$ cat config.mk
export PLATFORM = sky130hd
export DESIGN_NAME = whitespace_normalize_operator_spacing_flat
export DESIGN_NICKNAME = d
export VERILOG_FILES = /design/src/hw/rtl/wnos_pkg.sv /design/src/hw/rtl/wnos_if.sv /design/src/hw/rtl/wnos_csr.sv /design/src/hw/rtl/wnos_front.sv /design/src/hw/rtl/wnos_fifo.sv /design/src/hw/rtl/wnos_back.sv /design/src/hw/rtl/whitespace_normalize_operator_spacing.sv /design/src/flat_wrapper.sv
export SDC_FILE = /design/constraint.sdc
export NUM_CORES = 1
export LEC_CHECK = 0
export BUFFER_PORTS_ARGS = -buffer_cell sky130_fd_sc_hd__buf_4
export CAP_MARGIN = 25
export CELL_PAD_IN_SITES_DETAIL_PLACEMENT = 1
export CELL_PAD_IN_SITES_GLOBAL_PLACEMENT = 2
export CORE_MARGIN = 2
export CORE_UTILIZATION = 32
export CTS_CLUSTER_SIZE = 28
export DETAILED_ROUTE_END_ITERATION = 7
export GPL_ROUTABILITY_DRIVEN = 0
export HOLD_SLACK_MARGIN = 0.06
export PLACE_DENSITY = 0.92
export SETUP_SLACK_MARGIN = 0.3
export SKIP_LAST_GASP = 1
export SLEW_MARGIN = 20
export SYNTH_ARGS = -nofsm -noshare
export SYNTH_HDL_FRONTEND = slang
export SYNTH_SLANG_ARGS = --single-unit
$ cat constraint.sdc
create_clock -name clock -period 7.6 [get_ports clock]
set_clock_uncertainty 0.2 [all_clocks]
set_input_delay 0.38 -clock clock [delete_from_list [all_inputs] [get_ports clock]]
set_output_delay 0.38 -clock clock [all_outputs]
set_load 0.005 [all_outputs]
$ cat src/hw/rtl/wnos_pkg.sv
// Shared types and constants for the whitespace normalizer.
// Used by every module of the block.
`default_nettype none

package wnos_pkg;

   localparam logic [7:0] CHAR_TAB   = 8'h09;
   localparam logic [7:0] CHAR_SPACE = 8'h20;
   localparam logic [7:0] CHAR_NUL   = 8'h00;

   localparam int MAX_OPERATORS_DEFAULT = 8;
   localparam int OP_SLOTS              = 8;
   localparam int QUEUE_DEPTH_DEFAULT   = 2;

   // Configuration port: a 64-bit operator list and a 4-bit count at byte addresses 0 and 8.
   localparam int CSR_ADDR_W = 4;
   localparam int CSR_DATA_W = 64;
   localparam int CSR_IDX_LSB = 3;

   localparam logic REG_OPERATOR_CHARS = 1'b0;
   localparam logic REG_OPERATOR_COUNT = 1'b1;

   typedef enum logic [1:0] {
      CLS_NONE  = 2'd0,
      CLS_OTHER = 2'd1,
      CLS_OP    = 2'd2,
      CLS_SPACE = 2'd3
   } kept_class_type;

   typedef struct packed {
      logic [63:0] op_chars;
      logic [3:0]  op_count;
   } cfg_type;

   // One queued item: an optional separating space, then the main beat.
   typedef struct packed {
      logic       lead_space;
      logic [7:0] out_char;
      logic       has_char;
      logic       last;
   } cmd_type;

endpackage

`default_nettype wire

$ cat src/hw/rtl/wnos_if.sv
// Valid/ready channel interfaces for the request and response sides.
// Depends on nothing but the fixed field widths.
`default_nettype none

interface wnos_req_if;
   logic       valid;
   logic       ready;
   logic [7:0] in_char;
   logic       is_end;

   modport source (output valid, output in_char, output is_end, input ready);
   modport sink   (input valid, input in_char, input is_end, output ready);
endinterface

interface wnos_rsp_if;
   logic       valid;
   logic       ready;
   logic [7:0] out_char;
   logic       has_char;
   logic       last;

   modport source (output valid, output out_char, output has_char, output last, input ready);
   modport sink   (input valid, input out_char, input has_char, input last, output ready);
endinterface

`default_nettype wire

$ cat src/hw/rtl/wnos_csr.sv
// Configuration registers: operator byte list and operator count.
// Depends on wnos_pkg.
`default_nettype none

module wnos_csr (
   input  wire logic                           clock,
   input  wire logic                           reset,
   input  wire logic                           psel,
   input  wire logic                           penable,
   input  wire logic                           pwrite,
   input  wire logic [wnos_pkg::CSR_ADDR_W-1:0] paddr,
   input  wire logic [wnos_pkg::CSR_DATA_W-1:0] pwdata,
   output      logic [wnos_pkg::CSR_DATA_W-1:0] prdata,
   output      logic                           pready,
   output      wnos_pkg::cfg_type              cfg
);
   import wnos_pkg::*;

   logic [63:0] op_chars_ff, op_chars_in;
   logic [3:0]  op_count_ff, op_count_in;
   logic        wr_en;
   logic        reg_idx;

   assign pready  = 1'b1;
   assign wr_en   = psel & penable & pwrite;
   assign reg_idx = paddr[CSR_IDX_LSB];

   always_comb begin
      op_chars_in = op_chars_ff;
      op_count_in = op_count_ff;
      if (wr_en) begin
         unique case (reg_idx)
            REG_OPERATOR_CHARS: op_chars_in = pwdata[63:0];
            REG_OPERATOR_COUNT: op_count_in = pwdata[3:0];
            default: ;
         endcase
      end
   end

   always_comb begin
      unique case (reg_idx)
         REG_OPERATOR_CHARS: prdata = op_chars_ff;
         REG_OPERATOR_COUNT: prdata = {{(CSR_DATA_W-4){1'b0}}, op_count_ff};
         default:            prdata = '0;
      endcase
   end

   always_ff @(posedge clock) begin
      if (reset) begin
         op_chars_ff <= '0;
         op_count_ff <= '0;
      end else begin
         op_chars_ff <= op_chars_in;
         op_count_ff <= op_count_in;
      end
   end

   assign cfg.op_chars = op_chars_ff;
   assign cfg.op_count = op_count_ff;

endmodule

`default_nettype wire

$ cat src/hw/rtl/wnos_front.sv
// Front end: accepts request beats, classifies bytes and tracks spacing state.
// Pushes one command per non-space byte or end marker. Depends on wnos_pkg.
`default_nettype none

module wnos_front #(
   parameter int MAX_OPERATORS = wnos_pkg::MAX_OPERATORS_DEFAULT
) (
   input  wire logic              clock,
   input  wire logic              reset,
   wnos_req_if.sink               req,
   input  wire wnos_pkg::cfg_type cfg,
   input  wire logic              queue_full,
   output      logic              push,
   output      wnos_pkg::cmd_type push_cmd
);
   import wnos_pkg::*;

   logic           prev_raw_space_ff, prev_raw_space_in;
   logic           held_space_ff, held_space_in;
   kept_class_type prev_class_ff, prev_class_in;

   logic [7:0] ch;
   logic       is_space;
   logic       is_op;
   logic [3:0] op_limit;
   logic       accept;

   assign req.ready = ~queue_full;
   assign accept    = req.valid & req.ready;

   assign ch       = (req.in_char == CHAR_TAB) ? CHAR_SPACE : req.in_char;
   assign is_space = (ch == CHAR_SPACE);

   assign op_limit = (cfg.op_count > 4'(MAX_OPERATORS)) ? 4'(MAX_OPERATORS) : cfg.op_count;

   always_comb begin
      is_op = 1'b0;
      for (int k = 0; k < MAX_OPERATORS; k++) begin
         if ((4'(k) < op_limit) && (cfg.op_chars[k*8 +: 8] == ch)) begin
            is_op = 1'b1;
         end
      end
      if (is_space) begin
         is_op = 1'b0;
      end
   end

   always_comb begin
      prev_raw_space_in = prev_raw_space_ff;
      held_space_in     = held_space_ff;
      prev_class_in     = prev_class_ff;
      push              = 1'b0;
      push_cmd          = '0;
      if (accept) begin
         priority if (req.is_end) begin
            push              = 1'b1;
            push_cmd.out_char = (prev_class_ff == CLS_OP) ? CHAR_SPACE : CHAR_NUL;
            push_cmd.has_char = (prev_class_ff == CLS_OP);
            push_cmd.last     = 1'b1;
            prev_raw_space_in = 1'b1;
            held_space_in     = 1'b0;
            prev_class_in     = CLS_NONE;
         end else if (is_space) begin
            held_space_in     = held_space_ff | ~prev_raw_space_ff;
            prev_raw_space_in = 1'b1;
         end else begin
            // A held space and an operator gap share the single lead_space bit, so no second gap.
            push                = 1'b1;
            push_cmd.lead_space = held_space_ff
                                | ((prev_class_ff == CLS_OP) & ~is_op)
                                | (is_op & (prev_class_ff == CLS_OTHER));
            push_cmd.out_char   = ch;
            push_cmd.has_char   = 1'b1;
            prev_raw_space_in   = 1'b0;
            held_space_in       = 1'b0;
            prev_class_in       = is_op ? CLS_OP : CLS_OTHER;
         end
      end
   end

   always_ff @(posedge clock) begin
      if (reset) begin
         prev_raw_space_ff <= 1'b1;
         held_space_ff     <= 1'b0;
         prev_class_ff     <= CLS_NONE;
      end else begin
         prev_raw_space_ff <= prev_raw_space_in;
         held_space_ff     <= held_space_in;
         prev_class_ff     <= prev_class_in;
      end
   end

endmodule

`default_nettype wire

$ cat src/hw/rtl/wnos_fifo.sv
// Short command queue between the front end and the back end.
// Depends on wnos_pkg for the command type.
`default_nettype none

module wnos_fifo #(
   parameter int DEPTH = wnos_pkg::QUEUE_DEPTH_DEFAULT
) (
   input  wire logic              clock,
   input  wire logic              reset,
   input  wire logic              push,
   input  wire wnos_pkg::cmd_type push_cmd,
   input  wire logic              pop,
   output      logic              full,
   output      logic              head_valid,
   output      wnos_pkg::cmd_type head_cmd
);
   import wnos_pkg::*;

   localparam int PTR_W = (DEPTH > 1) ? $clog2(DEPTH) : 1;
   localparam int CNT_W = $clog2(DEPTH + 1);

   cmd_type            slots_ff [DEPTH];
   logic [PTR_W-1:0]   wr_ptr_ff, wr_ptr_in;
   logic [PTR_W-1:0]   rd_ptr_ff, rd_ptr_in;
   logic [CNT_W-1:0]   count_ff, count_in;
   logic               do_push;
   logic               do_pop;

   assign full       = (count_ff == CNT_W'(DEPTH));
   assign head_valid = (count_ff != '0);
   assign head_cmd   = slots_ff[rd_ptr_ff];
   assign do_push    = push & ~full;
   assign do_pop     = pop & head_valid;

   always_comb begin
      wr_ptr_in = wr_ptr_ff;
      rd_ptr_in = rd_ptr_ff;
      count_in  = count_ff;
      if (do_push) begin
         wr_ptr_in = (wr_ptr_ff == PTR_W'(DEPTH - 1)) ? '0 : wr_ptr_ff + 1'b1;
      end
      if (do_pop) begin
         rd_ptr_in = (rd_ptr_ff == PTR_W'(DEPTH - 1)) ? '0 : rd_ptr_ff + 1'b1;
      end
      priority case ({do_push, do_pop})
         2'b10:   count_in = count_ff + 1'b1;
         2'b01:   count_in = count_ff - 1'b1;
         default: count_in = count_ff;
      endcase
   end

   always_ff @(posedge clock) begin
      if (do_push) begin
         slots_ff[wr_ptr_ff] <= push_cmd;
      end
   end

   always_ff @(posedge clock) begin
      if (reset) begin
         wr_ptr_ff <= '0;
         rd_ptr_ff <= '0;
         count_ff  <= '0;
      end else begin
         wr_ptr_ff <= wr_ptr_in;
         rd_ptr_ff <= rd_ptr_in;
         count_ff  <= count_in;
      end
   end

endmodule

`default_nettype wire

$ cat src/hw/rtl/wnos_back.sv
// Back end: expands queued commands into response beats through an output register.
// Depends on wnos_pkg and the response channel interface.
`default_nettype none

module wnos_back (
   input  wire logic              clock,
   input  wire logic              reset,
   input  wire logic              head_valid,
   input  wire wnos_pkg::cmd_type head_cmd,
   output      logic              pop,
   wnos_rsp_if.source             rsp
);
   import wnos_pkg::*;

   logic       valid_ff, valid_in;
   logic [7:0] char_ff, char_in;
   logic       has_ff, has_in;
   logic       last_ff, last_in;
   // Set once the separating space of the head command is loaded into the output register.
   logic       phase_ff, phase_in;
   logic       load;

   assign load = ~valid_ff | rsp.ready;

   always_comb begin
      valid_in = valid_ff;
      char_in  = char_ff;
      has_in   = has_ff;
      last_in  = last_ff;
      phase_in = phase_ff;
      pop      = 1'b0;
      if (load) begin
         valid_in = head_valid;
         if (head_valid) begin
            if (head_cmd.lead_space && !phase_ff) begin
               char_in  = CHAR_SPACE;
               has_in   = 1'b1;
               last_in  = 1'b0;
               phase_in = 1'b1;
            end else begin
               char_in  = head_cmd.out_char;
               has_in   = head_cmd.has_char;
               last_in  = head_cmd.last;
               phase_in = 1'b0;
               pop      = 1'b1;
            end
         end
      end
   end

   always_ff @(posedge clock) begin
      if (reset) begin
         valid_ff <= 1'b0;
         phase_ff <= 1'b0;
      end else begin
         valid_ff <= valid_in;
         phase_ff <= phase_in;
      end
   end

   always_ff @(posedge clock) begin
      char_ff <= char_in;
      has_ff  <= has_in;
      last_ff <= last_in;
   end

   assign rsp.valid    = valid_ff;
   assign rsp.out_char = char_ff;
   assign rsp.has_char = has_ff;
   assign rsp.last     = last_ff;

   // The command whose space went out stays at the head until its main beat leaves.
   a_phase_has_head: assert property (@(posedge clock) disable iff (reset)
      phase_ff |-> head_valid)
      else $error("space emitted but command left the queue");

   // An end-of-string beat is never preceded by a pending split.
   a_last_not_split: assert property (@(posedge clock) disable iff (reset)
      (valid_ff && last_ff) |-> !phase_ff)
      else $error("last beat while a command is half sent");

   a_reset_clears_out: assert property (@(posedge clock)
      reset |=> !valid_ff)
      else $error("output beat valid right after reset");

endmodule

`default_nettype wire

$ cat src/hw/rtl/whitespace_normalize_operator_spacing.sv
// Whitespace normalizer with operator spacing, top level.
// Depends on wnos_pkg, wnos_if, wnos_csr, wnos_front, wnos_fifo and wnos_back.
//
// Usage: program the operator byte list (address 0) and the operator count
// (address 8) over the APB port while the block is idle. Request beats carry
// one raw byte or an end marker; response beats carry normalized bytes, and
// the single beat answering an end marker has last set.
// Spaces and tabs produce no response beat; any other byte produces one or
// two beats (a separating space, then the byte); an end marker produces one.
// The front end accepts one beat per cycle while the command queue has room.
// A command is written into the queue slot and then loaded into the output
// register, which drives the response beat. The back end sends one beat per
// cycle while the receiver is ready, so a byte that needs a separating space
// takes two beats of the response port; that port sets the sustained rate.
// When the receiver stalls, the output register holds its beat, the queue
// fills and req ready drops. Reset empties the queue, drops the output beat,
// returns the spacing state to start of string and clears both registers.
`default_nettype none

module whitespace_normalize_operator_spacing #(
   parameter int MAX_OPERATORS = wnos_pkg::MAX_OPERATORS_DEFAULT,
   parameter int QUEUE_DEPTH   = wnos_pkg::QUEUE_DEPTH_DEFAULT
) (
   input  wire logic                           clock,
   input  wire logic                           reset,
   wnos_req_if.sink                            req_bus,
   wnos_rsp_if.source                          rsp_bus,
   input  wire logic                           psel,
   input  wire logic                           penable,
   input  wire logic                           pwrite,
   input  wire logic [wnos_pkg::CSR_ADDR_W-1:0] paddr,
   input  wire logic [wnos_pkg::CSR_DATA_W-1:0] pwdata,
   output      logic [wnos_pkg::CSR_DATA_W-1:0] prdata,
   output      logic                           pready
);
   import wnos_pkg::*;

   cfg_type cfg;
   cmd_type push_cmd;
   cmd_type head_cmd;
   logic    push;
   logic    pop;
   logic    queue_full;
   logic    head_valid;

   wnos_csr u_csr (
      .clock   (clock),
      .reset   (reset),
      .psel    (psel),
      .penable (penable),
      .pwrite  (pwrite),
      .paddr   (paddr),
      .pwdata  (pwdata),
      .prdata  (prdata),
      .pready  (pready),
      .cfg     (cfg)
   );

   wnos_front #(
      .MAX_OPERATORS (MAX_OPERATORS)
   ) u_front (
      .clock      (clock),
      .reset      (reset),
      .req        (req_bus),
      .cfg        (cfg),
      .queue_full (queue_full),
      .push       (push),
      .push_cmd   (push_cmd)
   );

   wnos_fifo #(
      .DEPTH (QUEUE_DEPTH)
   ) u_fifo (
      .clock      (clock),
      .reset      (reset),
      .push       (push),
      .push_cmd   (push_cmd),
      .pop        (pop),
      .full       (queue_full),
      .head_valid (head_valid),
      .head_cmd   (head_cmd)
   );

   wnos_back u_back (
      .clock      (clock),
      .reset      (reset),
      .head_valid (head_valid),
      .head_cmd   (head_cmd),
      .pop        (pop),
      .rsp        (rsp_bus)
   );

endmodule

`default_nettype wire

$ cat src/flat_wrapper.sv
// flat-port wrapper written by rule: the top's interface ports become plain ports
module whitespace_normalize_operator_spacing_flat import wnos_pkg::*;
#(
   parameter int MAX_OPERATORS = wnos_pkg::MAX_OPERATORS_DEFAULT,
   parameter int QUEUE_DEPTH   = wnos_pkg::QUEUE_DEPTH_DEFAULT
)
  (clock, reset, psel, penable, pwrite, paddr, pwdata, prdata, pready, req_bus_valid, req_bus_in_char, req_bus_is_end, req_bus_ready, rsp_bus_valid, rsp_bus_out_char, rsp_bus_has_char, rsp_bus_last, rsp_bus_ready);
  wnos_req_if req_bus_i ();
  wnos_rsp_if rsp_bus_i ();
  input  wire logic clock;
  input  wire logic reset;
  input  wire logic psel;
  input  wire logic penable;
  input  wire logic pwrite;
  input  wire logic [wnos_pkg::CSR_ADDR_W-1:0] paddr;
  input  wire logic [wnos_pkg::CSR_DATA_W-1:0] pwdata;
  output      logic [wnos_pkg::CSR_DATA_W-1:0] prdata;
  output      logic pready;
  input wire logic [$bits(req_bus_i.valid)-1:0] req_bus_valid;
  input wire logic [$bits(req_bus_i.in_char)-1:0] req_bus_in_char;
  input wire logic [$bits(req_bus_i.is_end)-1:0] req_bus_is_end;
  output wire logic [$bits(req_bus_i.ready)-1:0] req_bus_ready;
  output wire logic [$bits(rsp_bus_i.valid)-1:0] rsp_bus_valid;
  output wire logic [$bits(rsp_bus_i.out_char)-1:0] rsp_bus_out_char;
  output wire logic [$bits(rsp_bus_i.has_char)-1:0] rsp_bus_has_char;
  output wire logic [$bits(rsp_bus_i.last)-1:0] rsp_bus_last;
  input wire logic [$bits(rsp_bus_i.ready)-1:0] rsp_bus_ready;
  assign req_bus_i.valid = req_bus_valid;
  assign req_bus_i.in_char = req_bus_in_char;
  assign req_bus_i.is_end = req_bus_is_end;
  assign req_bus_ready = req_bus_i.ready;
  assign rsp_bus_valid = rsp_bus_i.valid;
  assign rsp_bus_out_char = rsp_bus_i.out_char;
  assign rsp_bus_has_char = rsp_bus_i.has_char;
  assign rsp_bus_last = rsp_bus_i.last;
  assign rsp_bus_i.ready = rsp_bus_ready;
  whitespace_normalize_operator_spacing #(.MAX_OPERATORS(MAX_OPERATORS), .QUEUE_DEPTH(QUEUE_DEPTH)) u_core (.clock(clock), .reset(reset), .req_bus(req_bus_i), .rsp_bus(rsp_bus_i), .psel(psel), .penable(penable), .pwrite(pwrite), .paddr(paddr), .pwdata(pwdata), .prdata(prdata), .pready(pready));
endmodule
==> implementation parameters, run 1 <==
Parameter                              Value

Outcome
  Run status    finished clean

Clocking
  TritonCTS clock tree    built
  Clk Tree Root Cell    sky130_fd_sc_hd__clkbuf_16
  Clk Latency, worst-skew pair    370 ps
  Inserted Clock Buffers    9
  Number of hold-repair buffers added at the cts stage    45
  H-tree level count    3
  Total of cells resized after clock tree synthesis    0
  Clock tree buffer depth    2
  TritonCTS sink count    111
  Post-CTS Setup Inserts    0
  Reg clk slew, reported paths    70 ps

STA
  Fmax achieved    0.2765 GHz
  Worst slew margin    0.3823
  Number of pins exceeding their max-slew limit in the final report    0
  Least-Margin Pin Slew    923.2 ps
  Slack of the critical path    3984 ps
  TNS Setup    0 ps
  Number of endpoints failing setup at the final stage    0
  Final clock period utilization by the worst path    0.4758
  Clock period minus final worst setup slack    3616 ps
  Unrepaired setup endpoints after global routing    no
  Final-report hold violation count    0

Setup path
  CP Launch Type    primary input
  Category of the most critical setup path    in -> reg
  Launch point of the worst path    req_bus_in_char[6]
  Worst endpoint data arrival time    3600 ps
  R2R depth    6
  Critical R2R Capture    u_core.u_fifo.count_ff[1]$_SDFFE_PP0P_
  CP Max Fanout    11
  Crit path required time    between 7000 and 8000 ps
  Critical Path Sink Type    flip-flop
  Worst setup endpoint    u_core.u_fifo.slots_ff[1][10]$_DFFE_PP_
  Register-to-register path setup slack    4810 ps

Logic synthesis
  Count of warnings emitted by yosys    0
  Area of the mapped netlist    5599 sq um
  Post-Syn Instances    658
  Post-synthesis area per instance    roughly 8.5 sq um
  Sequential-to-total area share from yosys stat    0.4541
  Dominant cells by area after synthesis    sky130_fd_sc_hd__dfxtp_1, sky130_fd_sc_hd__edfxtp_1, sky130_fd_sc_hd__nand2_1
  Most instantiated library cell after synthesis    sky130_fd_sc_hd__nand2_1
  Synth Flop Type    sky130_fd_sc_hd__dfxtp_1
  Synth Register Bits    111
  Async set-or-reset flop fraction in the synthesized netlist    0
  Unique masters post-synth    59
  Most numerous cell types in the synthesized netlist    sky130_fd_sc_hd__nand2_1, sky130_fd_sc_hd__dfxtp_1, sky130_fd_sc_hd__a21oi_1
  Syn nets    743
  Cell type with the largest total area after synthesis    sky130_fd_sc_hd__dfxtp_1
  Yosys top cell area share    0.2825
  Count of flip-flops with a built-in enable after synthesis    32

Layout
  Total Nets Final    roughly 900
  Total of fill cells in the finished design    2098
  Fraction of layout cells with a size suffix above 1    0.2158
  Antenna diode count    0
  Multi-input logic area    2856 sq um
  Area grow syn2layout    36.49%
  Reg area    2542 sq um

Floorplan
  Die X    roughly 140 microns
  DIE AREA    18570 sq um
  Core area    17180 sq um
  Count of pins on the block boundary    161
  Starting Density    0.3260
  DIE HEIGHT    roughly 140 microns
  Cell Rows    48

Route
  DRC violation total after the first TritonRoute iteration    279
  Remaining design rule violation count    0
  Mean number of vias per cell    slightly below 5
  WL/cell    17.22 microns
  Routed Antenna Nets    0
  Via total after detailed routing    between 5000 and 6000
  Number of detailed-route iterations in the first pass    4
  Wire length after detailed routing    18240 microns

Pwr
  Clock share of power    0.307
  Standby leakage power    between 3 and 4 nW
  Power per Cell Area    201.8 nW/um^2
  Cell Int Power    around 1.1 mW
  Sequential Power Share    0.483
  Worst vdd rail ir drop    0.0001368 V
  Switching share of power    0.2762
  Switching component of the power    426.0 uW
  Part of the total power dissipated in combinational logic    0.210

Run
  Max-cap violations    0

Global routing
  Initial antenna violation count    0
  Global-route wire length before repair    28670 microns
  Overall track demand over capacity in global routing    0.1990
  Vias in the first global route    roughly 5500
  Largest net degree at the start of global routing    80
  Grt total ovfl    0

Worst hold path
  Worst min-delay path category    in -> reg

Placement
  Setup WS pre-CTS    3601 ps
  Detailed Place HPWL    12280 microns
  Number of input and output port buffers inserted    156
[per-layer routing]
| layer | share of wire | wire, microns | track usage |
|---|---|---|---|
| met2 | 0.51 | 9247 | 0.3484 |
| met1 | 0.44 | 7964 | 0.2406 |
| met4 | 0.0053 | 97 | 0.05324 |
| met5 | 0 | 0 | 0 |
| met3 | 0.051 | 929 | 0.05295 |
[cells in the final DEF, fill, tap and decap left out, types with 3 or more instances in the layout]
cell                            netlist  layout
sky130_fd_sc_hd__a21oi_1             70      70
sky130_fd_sc_hd__a221o_1              3       3
sky130_fd_sc_hd__a311oi_1             5       5
sky130_fd_sc_hd__a31oi_1              6       6
sky130_fd_sc_hd__and2_1               6       6
sky130_fd_sc_hd__and3_1               4       4
sky130_fd_sc_hd__buf_4                1     158
sky130_fd_sc_hd__clkbuf_1            37       3
sky130_fd_sc_hd__clkbuf_16            0       9
sky130_fd_sc_hd__dfxtp_1             79      79
sky130_fd_sc_hd__dlygate4sd3_1        0      45
sky130_fd_sc_hd__edfxtp_1            32      32
sky130_fd_sc_hd__inv_1               11      11
sky130_fd_sc_hd__mux2_2               5       5
sky130_fd_sc_hd__mux2i_1             16      16
sky130_fd_sc_hd__nand2_1            138     138
sky130_fd_sc_hd__nand2b_1             6       6
sky130_fd_sc_hd__nand3_1              6       6
sky130_fd_sc_hd__nand4_1              8       8
sky130_fd_sc_hd__nor2_1              41      40
sky130_fd_sc_hd__nor2b_1             61      61
sky130_fd_sc_hd__nor3_1              10      10
sky130_fd_sc_hd__nor3b_1              3       3
sky130_fd_sc_hd__nor4_1               6       6
sky130_fd_sc_hd__o21ai_0              7       7
sky130_fd_sc_hd__xnor2_1             20      20
sky130_fd_sc_hd__xor2_1              32      32
[kinds of logic after synthesis]
group	share of synthesized area
xor+xnor	0.08134
flops	0.4541
fa+ha+maj	0.002234
buf+inv	0.03709
simple gates	0.2592
mux	0.03866
compound gates	0.1267
other cells	0.0006697
[registers in the layout, indices dropped and copies added, names as in the netlist, 2 cells and up, named ones only]
signal	count
u_core.u_fifo.count_ff	2
u_core.u_back.rsp.out_char	8
u_core.u_front.prev_class_ff	2
u_core.u_csr.op_chars_ff	64
u_core.u_csr.op_count_ff	4
u_core.u_fifo.slots_ff	22
[power groups by stage]
stage	logic, mW	registers (mW)	clock network [mW]
6_report	0.324	0.745	0.473
5_1_grt	0.362	0.753	0.504
4_1_cts	0.328	0.746	0.488
3_5_place_dp	0.307	0.759	0
3_3_place_gp	0.296	0.753	0
2_1_floorplan	0.174	0.747	0
[worst max-delay path, cell delays in order]
cell and delay [ps]:
sky130_fd_sc_hd__buf_4 190, sky130_fd_sc_hd__or4_1 710, sky130_fd_sc_hd__nor3_1 750, sky130_fd_sc_hd__a31oi_1 190, sky130_fd_sc_hd__a311oi_1 330, sky130_fd_sc_hd__a21oi_1 100
sky130_fd_sc_hd__o31ai_1 500, sky130_fd_sc_hd__o21ai_0 200, sky130_fd_sc_hd__a31oi_1 260
[how the worst min path moves through the flow]
stage	startpoint	end	slack [ps]	cells past startpoint
after floorplan	u_core.u_csr.op_chars_ff[16]$_SDFFE_PP0P_	u_core.u_csr.op_chars_ff[16]$_SDFFE_PP0P_	250	2
after global placement	u_core.u_csr.op_chars_ff[32]$_SDFFE_PP0P_	u_core.u_csr.op_chars_ff[32]$_SDFFE_PP0P_	270	2
after detailed placement	u_core.u_csr.op_chars_ff[32]$_SDFFE_PP0P_	u_core.u_csr.op_chars_ff[32]$_SDFFE_PP0P_	270	2
after CTS	pwdata[57]	u_core.u_csr.op_chars_ff[57]$_SDFFE_PP0P_	60	3
after global routing	pwdata[57]	u_core.u_csr.op_chars_ff[57]$_SDFFE_PP0P_	70	3
final	pwdata[10]	u_core.u_csr.op_chars_ff[10]$_SDFFE_PP0P_	60	3
[per-stage QoR]
stage	cell area, sq um	total power [mW]	utilization	hold slack, ps	std cells
after global placement	6908	1.049	0.4022	266.7	998
after floorplan	5599	0.9215	-	250.0	658
after detailed placement	6908	1.066	0.4022	267.2	998
after global routing	7642	1.619	0.4449	68.97	1059
final	7642	1.542	0.4449	63.97	1059
after CTS	7642	1.562	0.4449	60.21	1059
[cell type report]
cell class / instances / share of cell area
multi-input cells: 493 / 0.3738
flip-flops and latches: 111 / 0.3327
repair buffers: 203 / 0.2141
well taps: 225 / 0.03684
clock buffers: 12 / 0.03094
clock inverters: 4 / 0.006221
inverters: 11 / 0.005403
(Power assumes the default switching activity.)
==> run 2: changes to the inputs <==
CORE_UTILIZATION = 27   (was 32)
PLACE_DENSITY = 0.84   (was 0.92)
clock period = 3.05 ns   (was 7.6 ns; I/O delays follow)
==> run 2 against run 1 <==
- first-iteration DRC count decreased by 1.4%
- global-route usage decreased by 1.7 points
- sequential share of layout area decreased by 2.4 points
- register-to-register slack got worse by 4400 ps
- sequential power increased by 150%
- final cell count increased by 8.8%
- via count increased by 4.6%
- critical path type unchanged
- largest cell class unchanged
- largest power group unchanged
==> implementation parameters, run 2 (synthesis results as in run 1) <==
Parameter                              Value

Placement
  Number of input and output port buffers inserted    156 (unchanged)
  Setup WS pre-CTS    -102.4 ps (was 3601 ps)
  Detailed Place HPWL    13180 microns (was 12280 microns)

Clocking
  TritonCTS clock tree    built (unchanged)
  Reg clk slew, reported paths    80 ps (was 70 ps)
  Clk Tree Root Cell    sky130_fd_sc_hd__clkbuf_16 (unchanged)
  Inserted Clock Buffers    9 (unchanged)
  TritonCTS sink count    111 (unchanged)
  Clock tree buffer depth    2 (unchanged)
  H-tree level count    3 (unchanged)
  Clk Latency, worst-skew pair    360 ps (was 370 ps)

Global routing
  Global-route wire length before repair    31410 microns (was 28670 microns)
  Grt total ovfl    0 (unchanged)
  Vias in the first global route    5687 (was 5524)
  Largest net degree at the start of global routing    80 (unchanged)
  Initial antenna violation count    0 (unchanged)
  Overall track demand over capacity in global routing    0.1819 (was 0.1990)

Route
  DRC violation total after the first TritonRoute iteration    275 (was 279)
  Number of detailed-route iterations in the first pass    5 (was 4)
  Routed Antenna Nets    0 (unchanged)
  Via total after detailed routing    5476 (was 5233)
  Wire length after detailed routing    19920 microns (was 18240 microns)
  WL/cell    17.29 microns (was 17.22 microns)
  Remaining design rule violation count    0 (unchanged)
  Mean number of vias per cell    4.753 (was 4.941)

Layout
  Total Nets Final    962 (was 914)
  Most common cell after layout, fill and taps aside    sky130_fd_sc_hd__buf_4 (unchanged)
  Largest register FFs    64 (unchanged)
  Fraction of layout cells with a size suffix above 1    0.2460 (was 0.2158)
  Area grow syn2layout    46.88% (was 36.49%)
  Total of fill cells in the finished design    2400 (was 2098)
  Antenna diode count    0 (unchanged)
  Top library cells by usage in the layout, fill and taps aside    sky130_fd_sc_hd__buf_4, sky130_fd_sc_hd__nand2_1, sky130_fd_sc_hd__dfxtp_1 (unchanged)
  Final cell utilization of the core    0.4051 (was 0.4449)
  Largest Register    u_core.u_csr.op_chars_ff (unchanged)

Floorplan
  Starting Density    0.2758 (was 0.3260)
  Core area    20300 sq um (was 17180 sq um)
  DIE AREA    21910 sq um (was 18570 sq um)
  Cell Rows    52 (was 48)
  Count of pins on the block boundary    161 (unchanged)
  DIE HEIGHT    148.0 microns (was 136.3 microns)
  Die X    148.0 microns (was 136.3 microns)

Worst hold path
  HP Start    req_bus_in_char[7] (was pwdata[10])
  Cell depth of the worst min-delay path    2 (was 3)
  Worst-case hold path end point    u_core.u_fifo.slots_ff[0][9]$_DFFE_PP_ (was u_core.u_csr.op_chars_ff[10]$_SDFFE_PP0P_)
  Worst min-delay path category    in -> reg (unchanged)

Pwr
  Switching share of power    0.2846 (was 0.2762)
  Worst vdd rail ir drop    0.0002625 V (was 0.0001368 V)
  Part of the total power dissipated in combinational logic    0.226 (was 0.210)
  Sequential Power Share    0.462 (was 0.483)
  Cell Int Power    2.848 mW (was 1.116 mW)
  Switching component of the power    1.133 mW (was 426.0 uW)
  Standby leakage power    3.296 nW (was 3.029 nW)
  Clock share of power    0.312 (was 0.307)
  Power per Cell Area    484.0 nW/um^2 (was 201.8 nW/um^2)

STA
  Fmax achieved    0.3692 GHz
  Worst hold slack    138.1 ps (was 63.97 ps)
  Unrepaired setup endpoints after global routing    yes (was no)
  Least-Margin Pin Slew    915.9 ps (was 923.2 ps)
  Slack of the critical path    341.7 ps (was 3984 ps)
  TNS Setup    0 ps (unchanged)
  Number of endpoints failing setup at the final stage    0 (unchanged)
  Number of pins exceeding their max-slew limit in the final report    0 (unchanged)
  Worst slew margin    0.3894 (was 0.3823)
  Final clock period utilization by the worst path    0.8880
  Clock period minus final worst setup slack    between 2000 and 3000 ps
  Final-report hold violation count    0 (unchanged)

Setup path
  CP Max Fanout    4 (was 11)
  Register-to-register path setup slack    430 ps (was 4810 ps)
  Worst endpoint data arrival time    2720 ps (was 3600 ps)
  Critical R2R Capture    u_core.u_fifo.slots_ff[1][10]$_DFFE_PP_ (was u_core.u_fifo.count_ff[1]$_SDFFE_PP0P_)
  R2R depth    9 (was 6)
  CP Launch Type    primary input (unchanged)
  R2R Path Start    u_core.u_csr.op_chars_ff[21]$_SDFFE_PP0P_
  Category of the most critical setup path    in -> reg (unchanged)
  Critical Path Sink Type    flip-flop (unchanged)
  Crit path required time    3060 ps (was 7580 ps)

Outcome
  Run status    finished clean (unchanged)

Run
  Max-cap violations    0 (unchanged)
[run 2: power by group through the flow]
| stage | logic [mW] | registers (mW) | clock network (mW) |
|---|---|---|---|
| 4_1_cts | 0.892 | 1.84 | 1.27 |
| 3_3_place_gp | 0.809 | 1.86 | 0 |
| 3_5_place_dp | 0.820 | 1.87 | 0 |
| 2_1_floorplan | 0.435 | 1.86 | 0 |
| 5_1_grt | 1.00 | 1.86 | 1.33 |
| 6_report | 0.898 | 1.84 | 1.24 |
[run 2: worst max path at each step]
stage                  startpoint                                      end  cells past startpoint
2_1_floorplan  req_bus_in_char[6]  u_core.u_fifo.slots_ff[0][10]$_DFFE_PP_                      9
4_1_cts        req_bus_in_char[6]  u_core.u_fifo.slots_ff[0][10]$_DFFE_PP_                     10
3_3_place_gp   req_bus_in_char[6]  u_core.u_fifo.slots_ff[0][10]$_DFFE_PP_                     12
6_report       req_bus_in_char[4]  u_core.u_fifo.slots_ff[1][10]$_DFFE_PP_                     10
3_5_place_dp   req_bus_in_char[6]  u_core.u_fifo.slots_ff[0][10]$_DFFE_PP_                     12
5_1_grt        req_bus_in_char[4]  u_core.u_fifo.slots_ff[0][10]$_DFFE_PP_                     12
[run 2: critical path: stages]
cell	delay, ps
sky130_fd_sc_hd__buf_6	90
sky130_fd_sc_hd__or4_4	580
sky130_fd_sc_hd__or4_4	440
sky130_fd_sc_hd__mux2_4	280
sky130_fd_sc_hd__nand3_2	70
sky130_fd_sc_hd__o2111a_1	190
sky130_fd_sc_hd__o31ai_1	70
sky130_fd_sc_hd__buf_4	150
sky130_fd_sc_hd__or4b_4	490
sky130_fd_sc_hd__a31oi_4	200
[run 2: area by class of cell]
class                      instances  area (sq um)  area share
timing repair buffer             251          2076      0.2524
sequential                       111          2542      0.3091
tap                              270         337.8     0.04108
multi-input combinational        493          2923      0.3554
clock inverter                     7         78.83    0.009585
inverter                          11         41.29    0.005021
clock buffer                       9         225.2     0.02738
[run 2: metrics by stage]
step | total power, mW | area [sq um] | std cells
floorplan | 2.296 | 5599 | 658
global placement | 2.674 | 7149 | 1066
detailed placement | 2.695 | 7149 | 1066
CTS | 4.005 | 8128 | 1149
global route | 4.187 | 8224 | 1152
finish | 3.981 | 8224 | 1152
[run 2: repair_timing]
action | 4_1_cts | 5_1_grt
pin swaps | 0 | 6
hold buffers | 67 | 0
hold endpoints to repair | 76 | 0
setup buffers | 0 | 2
setup endpoints to repair | 2 | 3
gates resized for setup | 1 | 14
gates cloned | 0 | 0
[run 2: layer usage]
layer / vias up / global-route usage / part of all wire
met5: - / 0 / 0
met1: 2647 / 0.2325 / 0.45
li1: 2672 / - / -
met4: 0 / 0.05190 / 0.020
met3: 29 / 0.03704 / 0.038
met2: 128 / 0.3111 / 0.50
